===== config.mk =====
export PLATFORM = sky130hd
export DESIGN_NAME = bfb_cfg
export DESIGN_NICKNAME = d
export VERILOG_FILES = /design/src/design/bitmap_font_text_blitter_macros.svh /design/src/design/bfb_pkg.sv /design/src/design/bfb_cfg.sv
export SDC_FILE = /design/constraint.sdc
export NUM_CORES = 1
export LEC_CHECK = 0
export ABC_AREA = 1
export BUFFER_PORTS_ARGS = -buffer_cell sky130_fd_sc_hd__buf_2
export CAP_MARGIN = 20
export CORE_UTILIZATION = 45
export CTS_CLUSTER_DIAMETER = 60
export DETAILED_ROUTE_END_ITERATION = 10
export PLACE_DENSITY = 0.79
export RECOVER_POWER = 50
export SYNTH_ARGS = -nofsm -noshare
export SYNTH_HDL_FRONTEND = slang
export SYNTH_SLANG_ARGS = --single-unit

===== constraint.sdc =====
create_clock -name clk_i -period 0.8 [get_ports clk_i]
set_input_delay 0.08 -clock clk_i [delete_from_list [all_inputs] [get_ports clk_i]]
set_output_delay 0.08 -clock clk_i [all_outputs]
set_load 0.03 [all_outputs]

===== src/design/bitmap_font_text_blitter_macros.svh =====
// Assertion macros shared by the blitter RTL.
// Depends on nothing; the including module must provide clk_i and rst_ni.
`ifndef BITMAP_FONT_TEXT_BLITTER_MACROS_SVH
`define BITMAP_FONT_TEXT_BLITTER_MACROS_SVH
`ifndef SYNTHESIS
// Check a property on every rising clock edge outside reset.
`define BFB_ASSERT(lbl, prop, msg) \
  lbl: assert property (@(posedge clk_i) disable iff (!rst_ni) (prop)) else $error(msg);
// Check a property on every rising clock edge, reset included.
`define BFB_ASSERT_ALWAYS(lbl, prop, msg) \
  lbl: assert property (@(posedge clk_i) (prop)) else $error(msg);
`else
`define BFB_ASSERT(lbl, prop, msg)
`define BFB_ASSERT_ALWAYS(lbl, prop, msg)
`endif
`endif


===== src/design/bfb_pkg.sv =====
// Package of the bitmap font text blitter: sizes, codes and payload types.
// Depends on nothing; imported by bfb_if, bfb_frame, bfb_cfg and the top level.
package bfb_pkg;

  localparam int unsigned CODE_ENTRIES = 128;
  localparam int unsigned GLYPH_BYTES  = 1024;
  localparam int unsigned FB_COLUMNS   = 32;
  localparam int unsigned FONT_COUNT   = 2;

  localparam int unsigned CODE_AW      = $clog2(CODE_ENTRIES);
  localparam int unsigned GLYPH_AW     = $clog2(GLYPH_BYTES);
  localparam int unsigned FB_AW        = $clog2(FB_COLUMNS);
  localparam int unsigned FONT_AW      = $clog2(FONT_COUNT);

  localparam int unsigned CODE_MEM_DEPTH  = FONT_COUNT << CODE_AW;
  localparam int unsigned CODE_MEM_AW     = FONT_AW + CODE_AW;
  localparam int unsigned GLYPH_MEM_DEPTH = FONT_COUNT << GLYPH_AW;
  localparam int unsigned GLYPH_MEM_AW    = FONT_AW + GLYPH_AW;

  localparam int unsigned CODE_W       = 18;
  localparam logic [7:0]  END_CODE     = 8'hFF;
  localparam logic [3:0]  MAX_GLYPH_DIM = 4'd8;

  typedef enum logic [1:0] {
    OP_LOAD_CODE  = 2'd0,
    OP_LOAD_GLYPH = 2'd1,
    OP_RENDER     = 2'd2,
    OP_READ_COL   = 2'd3
  } opcode_e;

  typedef enum logic [1:0] {
    CFG_FONT0_WIDTH  = 2'd0,
    CFG_FONT0_HEIGHT = 2'd1,
    CFG_FONT1_WIDTH  = 2'd2,
    CFG_FONT1_HEIGHT = 2'd3
  } cfg_idx_e;

  typedef struct packed {
    opcode_e     opcode;
    logic        font_select;
    logic [6:0]  entry_index;
    logic [7:0]  char_code;
    logic [9:0]  glyph_offset;
    logic [7:0]  glyph_byte;
    logic        start_of_text;
    logic [4:0]  start_column;
    logic [5:0]  column_budget;
    logic [2:0]  row_offset;
    logic        invert;
  } in_item_t;

  typedef struct packed {
    logic [7:0]  column_data;
    logic [3:0]  glyph_columns;
    logic        found;
    logic [7:0]  total_columns;
    logic [5:0]  budget_left;
    logic        text_done;
  } out_item_t;

  // Glyph geometry of the selected font, already clamped to 0..8.
  typedef struct packed {
    logic [3:0]  width;
    logic [3:0]  height;
  } geom_t;

endpackage


===== src/design/bfb_cfg.sv =====
// Font geometry registers and the clamp to at most eight columns and rows.
// Depends on bfb_pkg.
module bfb_cfg import bfb_pkg::*; (
  input  logic       clk_i,
  input  logic       rst_ni,
  input  logic       we_i,
  input  cfg_idx_e   idx_i,
  input  logic [3:0] wdata_i,
  input  logic       font_i,
  output geom_t      geom_o
);

  logic [3:0] f0_width_q, f0_height_q, f1_width_q, f1_height_q;
  logic [3:0] width_raw, height_raw;

  always_ff @(posedge clk_i or negedge rst_ni) begin
    if (!rst_ni) begin
      f0_width_q  <= 4'd6;
      f0_height_q <= 4'd8;
      f1_width_q  <= 4'd4;
      f1_height_q <= 4'd5;
    end else if (we_i) begin
      unique case (idx_i)
        CFG_FONT0_WIDTH:  f0_width_q  <= wdata_i;
        CFG_FONT0_HEIGHT: f0_height_q <= wdata_i;
        CFG_FONT1_WIDTH:  f1_width_q  <= wdata_i;
        CFG_FONT1_HEIGHT: f1_height_q <= wdata_i;
        default: ;
      endcase
    end
  end

  assign width_raw  = font_i ? f1_width_q  : f0_width_q;
  assign height_raw = font_i ? f1_height_q : f0_height_q;

  assign geom_o.width  = (width_raw  > MAX_GLYPH_DIM) ? MAX_GLYPH_DIM : width_raw;
  assign geom_o.height = (height_raw > MAX_GLYPH_DIM) ? MAX_GLYPH_DIM : height_raw;

endmodule


==> results.md, run 1 <==
* Status: finished with violations
* Failing checks: DRC, setup timing
* Antenna diode count at 0
* # port buffers at 17
* Clock latency on the worst-skew pair at 290 ps
* HP Class: primary input to register
* Yosys warning count at 0
* Layout cell share with drive strength beyond 1 at 52.8%
* Final worst setup slack at -606 ps
* DIE AREA at 1880 um2
* Worst hold margin at 71.7 ps
* GR Util All Layers at 21.8%
* Clock share of power at 20.9%
* Final core occ at 77.0%
* Flop pwr share at 40.7%
* CTS buffer count at 3
* Arr. time, crit path at 1330 ps
* R2r worst-path depth at 3
* Grt ovf at 0
* # Max-Cap Violations at 0
* Worst reg2reg setup slack at -30 ps
* WL/cell at 12.8 um
* Critical path launch point type: register
* Dpl cells at 130
* Longest Clk Path Bufs at 2
* Register area share after synthesis at 53.1%
* # DRC at 2
* Crit share post-route at 176%
* CTS tree: built
* Area grow syn2layout at 56.2%
* Final antenna-violating net count at 0
* Largest net degree at the start of global routing at 17
* Detailed placement HPWL at 1.25 mm
* CTS Sinks at 16
* Leakage power at 0.583 nW
* First-pass iteration count of the detailed router at 7
* Most frequent cells in the layout: nand2_1, nand2_2, dfrtp_1, buf_4
* Via count at 753
* Row count at 14
* Final Power at 2.61 mW
* Hold Vio Cnt, Final at 0
* CP Capture Type: primary output
* Max FO, Critical Path at 2
* WL final at 1.82 mm
* Final Max Slew Viols at 0
* F_max at 711 MHz
* Vias in the first global route at 673
* CTS root buffer: clkbuf_4
* Synth Instances at 94
* NetSw at 0.898 mW
* Reg-to-Reg Start: f1_width_q[2]
* #FFs+latches synth at 16
* Die Height at 43.3 um
* Least-Margin Pin Slew at 389 ps
* Nets at 138
* Via density at 5.27
* Chip Width at 43.3 um
* Post-Syn Area at 768 um2
* Initial Util at 49.3%
* Core area at 1560 um2
* CTS clk-pin slew, worst paths at 100 ps
* Clock skew at 0 ps
* Most common cell after layout, fill and taps aside: nand2_1
* PwrDens at 2170 nW/um2
* Post-layout min period at 1410 ps
* Mapped Avg Cell Area at 8.17 um2
* CTS H-tree lvls at 1
* Fin cells at 143
* Combinational share of power at 38.4%
* Final setup vio count at 10
* Relative slew slack at 74.1%
* RSZ-0062 raised after global routing: true
* Crit Reg-Reg Endpoint: f1_width_q[2]
* Peak supply drop at 1640 uV
* WP data required at 720 ps
* Setup_tns at -4200 ps
* Critical path class: register to primary output
* First-pass GRT wire length at 2.92 mm
* Distinct cells, synth at 12
* Crit path from: f0_width_q[1]
* Switching share of power at 34.5%
* Int Pwr at 1.71 mW
* Initial antenna violation count at 0
* Synthesized Nets at 104
* Critical Path End: geom_o[5]
* Final GP Congestion at 0.707
* # IOs at 18
* Initial drt markers at 21
cell families (layout without fill, tap and decap cells):
logic type	count (synthesis)	count (layout)	share of synthesized area, %
buf+inv	14	47	8.79
simple gates	43	43	24.4
compound gates	21	21	13.7
flops	16	16	53.1
routing by layer:
metal | track usage, % | share of wire (%) | up-vias
met5 | 0 | 0 | -
met4 | 11.3 | 1.6 | 0
met3 | 3.83 | 3.7 | 4
met2 | 34.2 | 51 | 23
met1 | 29.0 | 44 | 363
li1 | - | - | 363
critical path, cell delays in order, from the launching register on:
cell and delay [ps]:
dfstp_2 540, inv_2 30, nand2_2 50, nand2_2 70, buf_4 140, nor2_4 70, buf_6 130
area by class of cell:
class                      count  area, um2
tap                           16       20.0
inverter                      13       56.3
fill                         114        359
clock buffer                   4       36.3
multi-input combinational     64        428
sequential                    16        408
timing repair buffer          30        251
through the flow:
step	setup WS, ps	instance area [um2]
final	-606	1200
after global routing	-666	1200
after CTS	-585	1110
after detailed placement	-332	1010
after global placement	-311	1010
after floorplan	-191	876
sequential cells by signal (all words and copies together) (netlist names):
signal,flops
f0_height_q,4
f0_width_q,4
f1_height_q,4
f1_width_q,4
cell usage after synthesis (all sizes together):
master / number / area share, %
dfrtp: 10 / 33
buf: 1 / 1.5
inv: 13 / 7.3
nor2: 1 / 0.49
nand3: 5 / 3.9
o21ai: 16 / 10
nand2: 37 / 20
a21oi: 5 / 3.3
dfstp: 6 / 21
what timing repair did:
item	in CTS	in global routing
gates resized for setup	16	22
hold buffers	1	0
setup endpoints to repair	8	12
cloned	0	0
hold endpoints to repair	16	0
buffers inserted	1	9
pin swaps	7	6
power by group through the flow:
stage	logic, mW	registers (mW)	clock network (mW)
after floorplan	0.566	1.04	0
after global placement	0.737	1.05	0
after detailed placement	0.758	1.06	0
after CTS	0.863	1.05	0.547
after global routing	1.08	1.07	0.578
final	1.00	1.06	0.544
worst min path at each step:
stage | startpoint | to | slack [ps] | cells after the start
after floorplan | rst_ni | f0_height_q[0] | -220 | 0
after global routing | wdata_i[2] | f1_width_q[2] | 80 | 3
after global placement | rst_ni | f0_height_q[0] | -0.1 | 1
final | wdata_i[3] | f0_height_q[3] | 70 | 3
after detailed placement | rst_ni | f0_height_q[0] | 6 | 1
after CTS | wdata_i[3] | f0_height_q[3] | 60 | 3
Note: power is estimated with default switching activity, not from simulation.
==> run 2: changes to the inputs <==
--- a/config.mk
+++ b/config.mk
@@ -7,12 +7,13 @@
 export LEC_CHECK = 0
 export ABC_AREA = 1
 export BUFFER_PORTS_ARGS = -buffer_cell sky130_fd_sc_hd__buf_2
-export CAP_MARGIN = 20
+export CAP_MARGIN = 10
 export CORE_UTILIZATION = 45
 export CTS_CLUSTER_DIAMETER = 60
 export DETAILED_ROUTE_END_ITERATION = 10
 export PLACE_DENSITY = 0.79
 export RECOVER_POWER = 50
+export SKIP_LAST_GASP = 1
 export SYNTH_ARGS = -nofsm -noshare
 export SYNTH_HDL_FRONTEND = slang
 export SYNTH_SLANG_ARGS = --single-unit
==> run 2 against run 1 <==
The flow still finishes with violations (DRC, setup timing); critical path depth unchanged; design area down 0.31%; first-iteration DRC count unchanged.
==> results.md, run 2 (synthesis results as in run 1) <==
* Die Height at 43.3 um (unchanged)
* Grt ovf at 0 (unchanged)
* # IOs at 18 (unchanged)
* Cell repeated most along the worst path: nand2_2
* First-pass iteration count of the detailed router at 7 (unchanged)
* Max FO, Critical Path at 2 (unchanged)
* Post-layout min period at 1400 ps (-1.74 ps)
* Via count at 747 (-0.80%)
* Clock latency on the worst-skew pair at 290 ps (about the same)
* CTS H-tree lvls at 1 (unchanged)
* Leakage power at 0.582 nW (-0.16%)
* Failing checks: DRC, setup timing
* Layout cell share with drive strength beyond 1 at 52.8% (unchanged)
* Final Max Slew Viols at 0 (unchanged)
* WP data required at 720 ps (about the same)
* Worst path bufs/invs at 3 (unchanged)
* Largest net degree at the start of global routing at 17 (unchanged)
* Critical path, cell by cell: inv_2, nand2_2, nand2_2, buf_4, nor2_4, buf_6
* F_max at 712 MHz (+0.12%)
* Chip Width at 43.3 um (unchanged)
* # DRC at 2 (unchanged)
* Status: finished with violations
* DIE AREA at 1880 um2 (unchanged)
* PwrDens at 2170 nW/um2 (-0.21%)
* Final core occ at 76.7% (-0.24 points)
* CP max-delay cell: dfstp_2
* Row count at 14 (unchanged)
* Peak supply drop at 1640 uV (-0.34%)
* Relative slew slack at 74.1% (about the same)
* Max incr delay on CP at 540 ps (about the same)
* Most common cell after layout, fill and taps aside: nand2_1
* Critical path launch point type: register
* Via density at 5.22 (-0.80%)
* Longest Clk Path Bufs at 2 (unchanged)
* GR Util All Layers at 21.8% (unchanged)
* Fillcell total at 114 (unchanged)
* Antenna diode count at 0 (unchanged)
* Least-Margin Pin Slew at 389 ps (-0.177 ps)
* RSZ-0062 raised after global routing: true
* HP Class: primary input to register
* Detailed placement HPWL at 1.25 mm (unchanged)
* Critical path's top delay family: flip-flops
* CTS root buffer: clkbuf_4
* Initial antenna violation count at 0 (unchanged)
* # Max-Cap Violations at 0 (unchanged)
* CTS tree: built
* Final GP Congestion at 0.707 (unchanged)
* Clock skew at 0 ps (unchanged)
* CTS Sinks at 16 (unchanged)
* Post-Place Worst Slack at -332 ps (unchanged)
* Core area at 1560 um2 (unchanged)
* WL/cell at 12.7 um (about the same)
* Initial Util at 49.3% (unchanged)
* Final antenna-violating net count at 0 (unchanged)
* # port buffers at 17 (unchanged)
* CTS clk-pin slew, worst paths at 100 ps (about the same)
* First-pass GRT wire length at 2.92 mm (unchanged)
* Final worst setup slack at -604 ps (+1.74 ps)
* Final setup vio count at 12 (+2)
* Nets at 138 (unchanged)
* Initial drt markers at 21 (unchanged)
* Area taken by multi-input logic gates at 428 um2 (unchanged)
* Seq. cell area at 408 um2 (unchanged)
* Final Power at 2.59 mW (-0.52%)
* Arr. time, crit path at 1320 ps (about the same)
* Hold Vio Cnt, Final at 0 (unchanged)
* Critical path class: register to primary output
* Area grow syn2layout at 55.7%
* Vias in the first global route at 673 (unchanged)
* CTS buffer count at 3 (unchanged)
* WL final at 1.82 mm (about the same)
* Crit share post-route at 176% (-0.22 points)
* Most frequent cells in the layout: nand2_1, o21ai_0, buf_4
* CP Capture Type: primary output
-- run 2: metal layers --
layer  track usage (%)  part of all wire (%)
met2              34.2                    51
met1              29.0                    43
met3              3.83                   4.9
met5                 0                     0
met4              11.3                   1.6
-- run 2: report_power, final --
part           internal [mW]  total [mW]  switching, mW  leakage (nW)
clock network          0.277       0.541          0.264        0.0210
logic                  0.451       0.994          0.543         0.374
registers              0.973        1.06         0.0852         0.188
total                   1.70        2.59          0.892         0.582
-- run 2: path summary, 6_finish.rpt --
| path | startpoint | cells after the start | end | slack, ps |
|---|---|---|---|---|
| setup / recovery | f0_width_q[1] | 6 | geom_o[5] | -600 |
| setup reg to reg | f1_width_q[2] | 3 | f1_width_q[2] | -40 |
| hold / removal | wdata_i[3] | 3 | f0_height_q[3] | 60 |
| hold reg to reg | f1_height_q[2] | 2 | f1_height_q[2] | 500 |
| max in group asynchronous | rst_ni | 2 | f0_width_q[1] | 240 |
| min in group asynchronous | rst_ni | 2 | f0_height_q[0] | 230 |
-- run 2: stage by stage --
stage                     hold slack (ps)  cell area [um2]  TNS [ps]  std cells
after global placement             -0.105             1010     -1870        130
final                                63.6             1200     -4200        143
after global routing                 91.6             1200     -4780        143
after detailed placement             6.28             1010     -2050        130
after floorplan                      -216              876      -963         94
after CTS                            64.9             1110     -4000        136
-- run 2: final cells by class --
cell class | count | share of cell area (%)
multi-input cells | 64 | 35.8
flip-flops and latches | 16 | 34.1
inverters | 13 | 4.71
well taps | 16 | 1.67
clock buffers | 4 | 3.03
repair buffers | 30 | 20.7
-- run 2: what timing repair did --
| item | CTS | global route |
|---|---|---|
| hold buffers | 1 | 0 |
| endpoints found under the setup margin | 8 | 12 |
| endpoints found under the hold margin | 16 | 0 |
| pin swaps | 7 | 6 |
| setup buffers | 1 | 9 |
| resized for setup | 16 | 16 |
-- run 2: worst reg2reg max path: stages, from the launching register on --
cell and delay (ps):
dfstp_2 540, buf_4 100, nand2_1 40, o21ai_0 80
