<file path="src/design/bitmap_font_text_blitter_macros.svh">
// Assertion macros shared by the blitter RTL.
// Depends on nothing; the including module must provide clk_i and rst_ni.
`ifndef BITMAP_FONT_TEXT_BLITTER_MACROS_SVH
`define BITMAP_FONT_TEXT_BLITTER_MACROS_SVH
`ifndef SYNTHESIS
// Check a property on every rising clock edge outside reset.
`define BFB_ASSERT(lbl, prop, msg) \
  lbl: assert property (@(posedge clk_i) disable iff (!rst_ni) (prop)) else $error(msg);
// Check a property on every rising clock edge, reset included.
`define BFB_ASSERT_ALWAYS(lbl, prop, msg) \
  lbl: assert property (@(posedge clk_i) (prop)) else $error(msg);
`else
`define BFB_ASSERT(lbl, prop, msg)
`define BFB_ASSERT_ALWAYS(lbl, prop, msg)
`endif
`endif

</file>
<file path="src/design/bfb_pkg.sv">
// Package of the bitmap font text blitter: sizes, codes and payload types.
// Depends on nothing; imported by bfb_if, bfb_frame, bfb_cfg and the top level.
package bfb_pkg;

  localparam int unsigned CODE_ENTRIES = 128;
  localparam int unsigned GLYPH_BYTES  = 1024;
  localparam int unsigned FB_COLUMNS   = 32;
  localparam int unsigned FONT_COUNT   = 2;

  localparam int unsigned CODE_AW      = $clog2(CODE_ENTRIES);
  localparam int unsigned GLYPH_AW     = $clog2(GLYPH_BYTES);
  localparam int unsigned FB_AW        = $clog2(FB_COLUMNS);
  localparam int unsigned FONT_AW      = $clog2(FONT_COUNT);

  localparam int unsigned CODE_MEM_DEPTH  = FONT_COUNT << CODE_AW;
  localparam int unsigned CODE_MEM_AW     = FONT_AW + CODE_AW;
  localparam int unsigned GLYPH_MEM_DEPTH = FONT_COUNT << GLYPH_AW;
  localparam int unsigned GLYPH_MEM_AW    = FONT_AW + GLYPH_AW;

  localparam int unsigned CODE_W       = 18;
  localparam logic [7:0]  END_CODE     = 8'hFF;
  localparam logic [3:0]  MAX_GLYPH_DIM = 4'd8;

  typedef enum logic [1:0] {
    OP_LOAD_CODE  = 2'd0,
    OP_LOAD_GLYPH = 2'd1,
    OP_RENDER     = 2'd2,
    OP_READ_COL   = 2'd3
  } opcode_e;

  typedef enum logic [1:0] {
    CFG_FONT0_WIDTH  = 2'd0,
    CFG_FONT0_HEIGHT = 2'd1,
    CFG_FONT1_WIDTH  = 2'd2,
    CFG_FONT1_HEIGHT = 2'd3
  } cfg_idx_e;

  typedef struct packed {
    opcode_e     opcode;
    logic        font_select;
    logic [6:0]  entry_index;
    logic [7:0]  char_code;
    logic [9:0]  glyph_offset;
    logic [7:0]  glyph_byte;
    logic        start_of_text;
    logic [4:0]  start_column;
    logic [5:0]  column_budget;
    logic [2:0]  row_offset;
    logic        invert;
  } in_item_t;

  typedef struct packed {
    logic [7:0]  column_data;
    logic [3:0]  glyph_columns;
    logic        found;
    logic [7:0]  total_columns;
    logic [5:0]  budget_left;
    logic        text_done;
  } out_item_t;

  // Glyph geometry of the selected font, already clamped to 0..8.
  typedef struct packed {
    logic [3:0]  width;
    logic [3:0]  height;
  } geom_t;

endpackage

</file>
<file path="src/design/bfb_ram.sv">
// Generic single-write, single-read synchronous RAM with registered read data.
// Depends on nothing.
module bfb_ram #(
  parameter  int unsigned DEPTH = 256,
  parameter  int unsigned WIDTH = 8,
  localparam int unsigned AW    = $clog2(DEPTH)
) (
  input  logic             clk_i,
  input  logic             we_i,
  input  logic [AW-1:0]    waddr_i,
  input  logic [WIDTH-1:0] wdata_i,
  input  logic             re_i,
  input  logic [AW-1:0]    raddr_i,
  output logic [WIDTH-1:0] rdata_o
);

  logic [WIDTH-1:0] mem_q [DEPTH];
  logic [WIDTH-1:0] rdata_q;

  always_ff @(posedge clk_i) begin
    if (we_i) begin
      mem_q[waddr_i] <= wdata_i;
    end
    if (re_i) begin
      rdata_q <= mem_q[raddr_i];
    end
  end

  assign rdata_o = rdata_q;

endmodule

</file>
<file path="src/design/bfb_frame.sv">
// Framebuffer column store: a RAM plus one valid bit per column.
// Depends on bfb_pkg and bfb_ram; unwritten columns read as zero.
module bfb_frame import bfb_pkg::*; (
  input  logic             clk_i,
  input  logic             rst_ni,
  input  logic             we_i,
  input  logic [FB_AW-1:0] waddr_i,
  input  logic [7:0]       wdata_i,
  input  logic             re_i,
  input  logic [FB_AW-1:0] raddr_i,
  output logic [7:0]       rdata_o
);

  logic [FB_COLUMNS-1:0] valid_q;
  logic                  rvalid_q;
  logic [7:0]            ram_rdata;

  bfb_ram #(
    .DEPTH (FB_COLUMNS),
    .WIDTH (8)
  ) u_ram (
    .clk_i   (clk_i),
    .we_i    (we_i),
    .waddr_i (waddr_i),
    .wdata_i (wdata_i),
    .re_i    (re_i),
    .raddr_i (raddr_i),
    .rdata_o (ram_rdata)
  );

  // Mark a column as holding real data once it is written.
  always_ff @(posedge clk_i or negedge rst_ni) begin
    if (!rst_ni) begin
      valid_q <= '0;
    end else if (we_i) begin
      valid_q[waddr_i] <= 1'b1;
    end
  end

  always_ff @(posedge clk_i or negedge rst_ni) begin
    if (!rst_ni) begin
      rvalid_q <= 1'b0;
    end else if (re_i) begin
      rvalid_q <= valid_q[raddr_i];
    end
  end

  assign rdata_o = rvalid_q ? ram_rdata : 8'h00;

endmodule

</file>
<file path="config.mk">
export PLATFORM = sky130hd
export DESIGN_NAME = bfb_frame
export DESIGN_NICKNAME = d
export VERILOG_FILES = /design/src/design/bitmap_font_text_blitter_macros.svh /design/src/design/bfb_pkg.sv /design/src/design/bfb_ram.sv /design/src/design/bfb_frame.sv
export SDC_FILE = /design/constraint.sdc
export NUM_CORES = 1
export LEC_CHECK = 0
export BUFFER_PORTS_ARGS = -buffer_cell sky130_fd_sc_hd__buf_2
export CAP_MARGIN = 15
export CELL_PAD_IN_SITES_DETAIL_PLACEMENT = 0
export CELL_PAD_IN_SITES_GLOBAL_PLACEMENT = 1
export CORE_MARGIN = 5
export CORE_UTILIZATION = 45
export DETAILED_ROUTE_END_ITERATION = 8
export PLACE_DENSITY_LB_ADDON = 0.1
export REMOVE_ABC_BUFFERS = 1
export SKIP_CTS_REPAIR_TIMING = 1
export SLEW_MARGIN = 0
export SYNTH_ARGS = -nofsm -noshare
export SYNTH_HDL_FRONTEND = slang
export SYNTH_SLANG_ARGS = --single-unit
</file>
<file path="constraint.sdc">
create_clock -name clk_i -period 2 [get_ports clk_i]
set_clock_uncertainty 0.05 [all_clocks]
set_input_delay 0.4 -clock clk_i [delete_from_list [all_inputs] [get_ports clk_i]]
set_output_delay 0.4 -clock clk_i [all_outputs]
set_load 0.03 [all_outputs]
</file>
==> run_results.csv, run 1 <==
group,metric,value,unit
yosys,syn-cell-area,0.0115,mm²
routing,ant_nets,0,
final_layout,layout.cells.non_filler,992,
timing,fin_crit_sh,1.01,
timing,max_slew_margin,0.563,
setup_path,cp-start-kind,"flop",
setup_path,critPathKind,"reg -> reg",
setup_path,cp_slowest_cell,"mux4_2",
setup_path,cp_max_fo,1,
timing,holdWs,0.187,ns
final_layout,n_antenna_cell,0,
global_routing,grt_max_degree,37,
cts,cts_made_buffers,31,
place,dp_cells,934,
die,start_util,0.458,
yosys,ys_types,26,
routing,vias_per_cell,5.64,
setup_path,max_stage_delay,0.56,ns
place,place_congestion,0.761,
cts,cts_sinks,297,
power,ir_drop,0.651,mV
cts,clock_latency,0.55,ns
yosys,synth_adder_area_share,0,
global_routing,grt_overflow,0,
final_layout,multi_input_area,0.00267,mm²
yosys,synth-simple-area-share,0.0459,
run_status,violations,"setup timing",
yosys,synth_top_cell_by_area,"edfxtp_1",
setup_path,worstPathRequired,2.24,ns
yosys,ys_ff_latch,297,
power,total_power,14.1,mW
setup_path,cp_top_family,"multiplexers",
timing,rsz0062_at_grt,"true",
cts,cts.clk_slew.worst_paths,0.06,ns
final_layout,area.sequential,0.00875,mm²
yosys,synth.top_cell.area_share,0.688,
cts,cts_max_level,1,
yosys,synth.avg_cell_area,21.6,µm²
final_layout,drive_gt1_frac,0.405,
die,die_h,170,µm
routing,wl_met3,1.60,mm
timing,worst_pin_slew,0.655,ns
routing,post_drt_wl_per_cell,26.4,µm
yosys,synth_warnings,0,
setup_path,arrival,2.27,ns
die,ioPinCount,30,
routing,drt_iter0_markers,498,
die,std_cell_rows,58,
power,power_density,1020,mW/mm²
global_routing,antenna_found_initial,1,
global_routing,grtUsageTotal,0.186,
routing,m1WireLength,11.8,mm
routing,met2_length,12.2,mm
power,switching_power,2.92,mW
timing,finalSetupViolCount,5,
worst_hold_path,hp-class,"in -> reg",
die,dieArea,0.0289,mm²
yosys,synth_xor_area_frac,0,
setup_path,crit_chain,"mux4_2 > mux4_2 > mux2_2",
timing,slew_violations,0,
global_routing,grt_pass1_vias,5910,
power,power.internal,11.2,mW
yosys,synthMuxAreaShare,0.178,
cts,ctsRootBufferMaster,"clkbuf_16",
routing,vias,5591,
job,drv_cap,0,
place,io_buffers,29,
routing,firstDrtPassIters,5,
die,die_w,170,µm
final_layout,final_nets,660,
power,p_sw_frac,0.207,
global_routing,grt_pass1_wl,38.9,mm
final_layout,fillCellCount,1938,
setup_path,path_common_cell,"mux4_2",
timing,hold_viol_final,0,
timing,timing.final.ws_setup,-0.0256,ns
routing,drt-total-wl,26.2,mm
power,p_seq_frac,0.503,
yosys,synth.area.top_cells,"edfxtp_1, mux4_2, dfrtp_1",
cts,cts_tree,"built",
final_layout,finalInstanceArea,0.0139,mm²
power,clock_power_share,0.424,
yosys,synth_compound_area_frac,0.00597,
run_status,outcome,"finished, violations left",
final_layout,area_delta_synth_final,20.2,%
yosys,synth_sequential_area_ratio,0.760,
place,hpwl,16.5,mm
routing,drc,0,
cts,clock_path_buffers,3,
timing,period_needed,2.03,ns
setup_path,crit_path_end_kind,"flop",
yosys,synth_top_family_by_area,"multiplexers",
die,core_area,0.0252,mm²
yosys,synthCells,533,
setup_path,critPathBufInv,0,
timing,final.setup.tns,-0.0876,ns
power,p_comb_frac,0.072,
timing,max_freq,0.494,GHz
routing,top_layer_used,"met4",
place,placed_cell_area,0.0127,mm²
power,p_leak,4.74,nW
## flip-flops by register name, indices dropped and copies added, names as in the netlist
register       flops
rvalid_q           1
u_ram.mem_q      256
u_ram.rdata_o      8
valid_q           32
## power groups by stage
stage	Clock, mW	Sequential, mW	Combinational, mW
2_1_floorplan	0	7.18	0.506
3_3_place_gp	0	7.20	1.00
3_5_place_dp	0	7.22	1.02
4_1_cts	6.12	7.09	1.03
5_1_grt	6.40	7.11	1.10
6_report	5.98	7.09	1.02
## cells by family after synthesis
| group | after synthesis |
|---|---|
| mux | 104 |
| simple gates | 99 |
| buf+inv | 23 |
| compound gates | 10 |
| flops | 297 |
## cells in the mapped netlist
master and count:
a211oi_1 1, a21oi_1 3, a22o_1 1, a22oi_1 3, a31oi_1 1, a41oi_1 1
and2_1 9, and3_1 1, buf_2 7, buf_4 7, clkbuf_1 9, dfrtp_1 33
edfxtp_1 264, mux2_2 8, mux2i_1 16, mux4_2 80, nand2_1 5, nand2b_1 2
nand3_1 3, nand3b_1 5, nand4_1 1, nor2_1 35, nor2b_1 2, or2_2 32
or3_1 1, or3b_2 3
## cell type report
class | instances | share of cell area
clock inverters | 16 | 0.0115
well taps | 330 | 0.0298
multi-input cells | 213 | 0.193
repair buffers | 95 | 0.0665
flip-flops and latches | 297 | 0.632
clock buffers | 41 | 0.0678
## stage by stage
stage	utilization	setup slack [ns]
6_report	0.550	-0.0256
5_1_grt	0.550	-0.0541
4_1_cts	0.549	-0.0304
3_5_place_dp	0.505	-0.560
3_3_place_gp	0.505	-0.553
2_1_floorplan	-	0.120
## worst paths after layout
path | from | to | slack [ns] | cells after the start
worst max register to register | u_ram.mem_q[11][2]$_DFFE_PP_ | u_ram.rdata_o[2]$_DFFE_PP_ | -0.03 | 3
max in group asynchronous | rst_ni | valid_q[3]$_DFFE_PN0P_ | 1.10 | 3
min in group asynchronous | rst_ni | valid_q[25]$_DFFE_PN0P_ | 0.32 | 2
worst min-delay path | re_i | u_ram.rdata_o[7]$_DFFE_PP_ | 0.19 | 1
worst max-delay path | u_ram.mem_q[11][2]$_DFFE_PP_ | u_ram.rdata_o[2]$_DFFE_PP_ | -0.03 | 3
worst min register to register | valid_q[30]$_DFFE_PN0P_ | valid_q[30]$_DFFE_PN0P_ | 0.42 | 1
## placed cells by master, fill, tap and decap left out, types with 5 or more instances in the layout
master     count
nand2_1        5
clkinv_2       8
and2_1         9
buf_2         28
clkbuf_16     36
nor2_1        35
nand3b_1       5
or2_2         32
mux2i_1       16
edfxtp_1     264
mux4_2        80
dfrtp_1       33
buf_12        22
buf_4         44
mux2_4         5
## per-layer routing
metal / up-vias / global-route usage
met5: - / 0
met4: 0 / 0.0472
met3: 45 / 0.0300
met2: 166 / 0.288
met1: 2987 / 0.279
li1: 2393 / -
Power figures use the tool's default switching activity.
==> run 2: changes to the inputs <==
--- a/config.mk
+++ b/config.mk
@@ -11,8 +11,10 @@
 export CELL_PAD_IN_SITES_GLOBAL_PLACEMENT = 1
 export CORE_MARGIN = 5
 export CORE_UTILIZATION = 45
+export CTS_CLUSTER_SIZE = 24
 export DETAILED_ROUTE_END_ITERATION = 8
 export PLACE_DENSITY_LB_ADDON = 0.1
+export RECOVER_POWER = 25
 export REMOVE_ABC_BUFFERS = 1
 export SKIP_CTS_REPAIR_TIMING = 1
 export SLEW_MARGIN = 0
==> run 2 against run 1 <==
The flow finishes with violations (capacitance limit, slew limit, setup timing). Core utilization about the same. Sequential power about the same. Fmax about the same. Clock power about the same. Largest cell class unchanged. Largest power group unchanged.
==> run_results.csv, run 2 (same netlist as run 1, synthesis figures left out) <==
group,metric,value,unit
run_status,outcome,"finished, violations left",
run_status,violations,"capacitance limit, slew limit, setup timing",
place,dp_cells,934,
setup_path,crit_chain,"mux4_2 > mux4_2 > mux2_2",
final_layout,regMostFlops,"u_ram.mem_q",
routing,post_drt_wl_per_cell,26.4,µm
setup_path,cp-start-kind,"flop",
final_layout,multi_input_area,0.00267,mm²
timing,worst_pin_slew,1.51,ns
cts,cts.clk_slew.worst_paths,0.06,ns
die,start_util,0.458,
die,std_cell_rows,58,
timing,slew_violations,33,
cts,cts_tree,"built",
global_routing,grtUsageMet3,0.0300,
cts,clock_latency,0.55,ns
job,drv_cap,1,
final_layout,fillCellCount,1944,
power,p_sw_frac,0.208,
cts,ctsRootBufferMaster,"clkbuf_16",
global_routing,grt_overflow,0,
timing,hold_viol_final,0,
power,power_density,1020,mW/mm²
cts,cts_sinks,297,
global_routing,use_met1,0.279,
final_layout,largest_reg_flops,256,
die,ioPinCount,30,
die,die_h,170,µm
routing,ant_nets,0,
power,p_seq_frac,0.503,
global_routing,grt_pass1_vias,5910,
die,die_w,170,µm
place,io_buffers,29,
cts,cts_made_buffers,31,
setup_path,cp_max_fo,1,
die,core_area,0.0252,mm²
power,switching_power,2.92,mW
global_routing,grt_max_degree,37,
final_layout,final_common_cell,"edfxtp_1",
final_layout,final_nets,660,
final_layout,drive_gt1_frac,0.396,
timing,fin_crit_sh,1.01,
routing,drt-total-wl,26.2,mm
setup_path,worstPathRequired,2.24,ns
routing,drc,0,
power,p_leak,4.73,nW
routing,vias_per_cell,5.63,
power,p_comb_frac,0.072,
routing,vias,5584,
power,clock_power_share,0.424,
final_layout,layout_common_cells,"edfxtp_1, mux4_2, buf_4",
global_routing,use_met2,0.288,
global_routing,antenna_found_initial,1,
routing,firstDrtPassIters,5,
final_layout,layout.cells.non_filler,992,
timing,timing.final.ws_setup,-0.0270,ns
final_layout,n_antenna_cell,0,
final_layout,area.sequential,0.00875,mm²
cts,clock_path_buffers,3,
global_routing,busiest_layer,"met2",
place,place_congestion,0.761,
setup_path,cp_top_family,"multiplexers",
power,power.internal,11.2,mW
setup_path,critPathKind,"reg -> reg",
global_routing,grt_pass1_wl,38.9,mm
setup_path,path_common_cell,"mux4_2",
cts,cts_max_level,1,
setup_path,crit_path_end_kind,"flop",
timing,max_slew_margin,-0.00857,
timing,period_needed,2.03,ns
setup_path,arrival,2.27,ns
setup_path,critPathBufInv,0,
global_routing,grtUsageTotal,0.186,
worst_hold_path,hp-class,"in -> reg",
timing,finalSetupViolCount,5,
place,hpwl,16.5,mm
timing,rsz0062_at_grt,"true",
die,dieArea,0.0289,mm²
final_layout,area_delta_synth_final,20.1,%
routing,drt_iter0_markers,469,
timing,max_freq,0.493,GHz
setup_path,cp_slowest_cell,"mux4_2",
power,ir_drop,0.649,mV
setup_path,max_stage_delay,0.54,ns
timing,final.setup.tns,-0.102,ns
## run 2: tightest hold or removal path: cells and delay by family
family | cells | cell delay (ns)
buf+inv | 1 | 0.22
simple gates | 1 | 0.14
compound gates | 1 | 0.10
## run 2: area by class of cell
class                      instances  share of cell area
multi-input combinational        213               0.193
tap                              330              0.0298
sequential                       297               0.632
clock buffer                      41              0.0679
timing repair buffer              95              0.0660
clock inverter                    16              0.0115
## run 2: metrics by stage
stage	utilization	power [mW]	setup WS, ns	cell area [µm²]	hold slack [ns]
finish	0.550	14.1	-0.0270	13800	0.303
global route	0.550	14.6	-0.0541	13800	0.322
CTS	0.549	14.2	-0.0304	13800	-0.229
detailed placement	0.505	8.24	-0.560	12700	0.355
global placement	0.505	8.21	-0.553	12700	0.343
floorplan	-	7.68	0.120	11400	0.0544
## run 2: power groups by stage
stage / Combinational [mW] / Sequential (mW) / Clock (mW)
3_3_place_gp: 1.00 / 7.20 / 0
6_report: 1.02 / 7.09 / 5.98
5_1_grt: 1.10 / 7.11 / 6.40
2_1_floorplan: 0.506 / 7.18 / 0
3_5_place_dp: 1.02 / 7.22 / 0
4_1_cts: 1.03 / 7.09 / 6.12
## run 2: metal layers
| metal | share of wire | wire (µm) |
|---|---|---|
| met5 | 0 | 0 |
| met4 | 0.023 | 599 |
| met3 | 0.062 | 1620 |
| met2 | 0.47 | 12200 |
| met1 | 0.45 | 11800 |
## run 2: final timing paths
path,start,endpoint,slack (ns),depth (start not counted)
worst min-delay path,raddr_i[4],rvalid_q$_DFFE_PN0P_,0.30,3
worst min register to register,valid_q[24]$_DFFE_PN0P_,valid_q[24]$_DFFE_PN0P_,0.41,1
worst max-delay path,u_ram.mem_q[8][2]$_DFFE_PP_,u_ram.rdata_o[2]$_DFFE_PP_,-0.03,3
worst max register to register,u_ram.mem_q[8][2]$_DFFE_PP_,u_ram.rdata_o[2]$_DFFE_PP_,-0.03,3
min in group asynchronous,rst_ni,valid_q[25]$_DFFE_PN0P_,0.32,2
max in group asynchronous,rst_ni,valid_q[3]$_DFFE_PN0P_,1.10,3
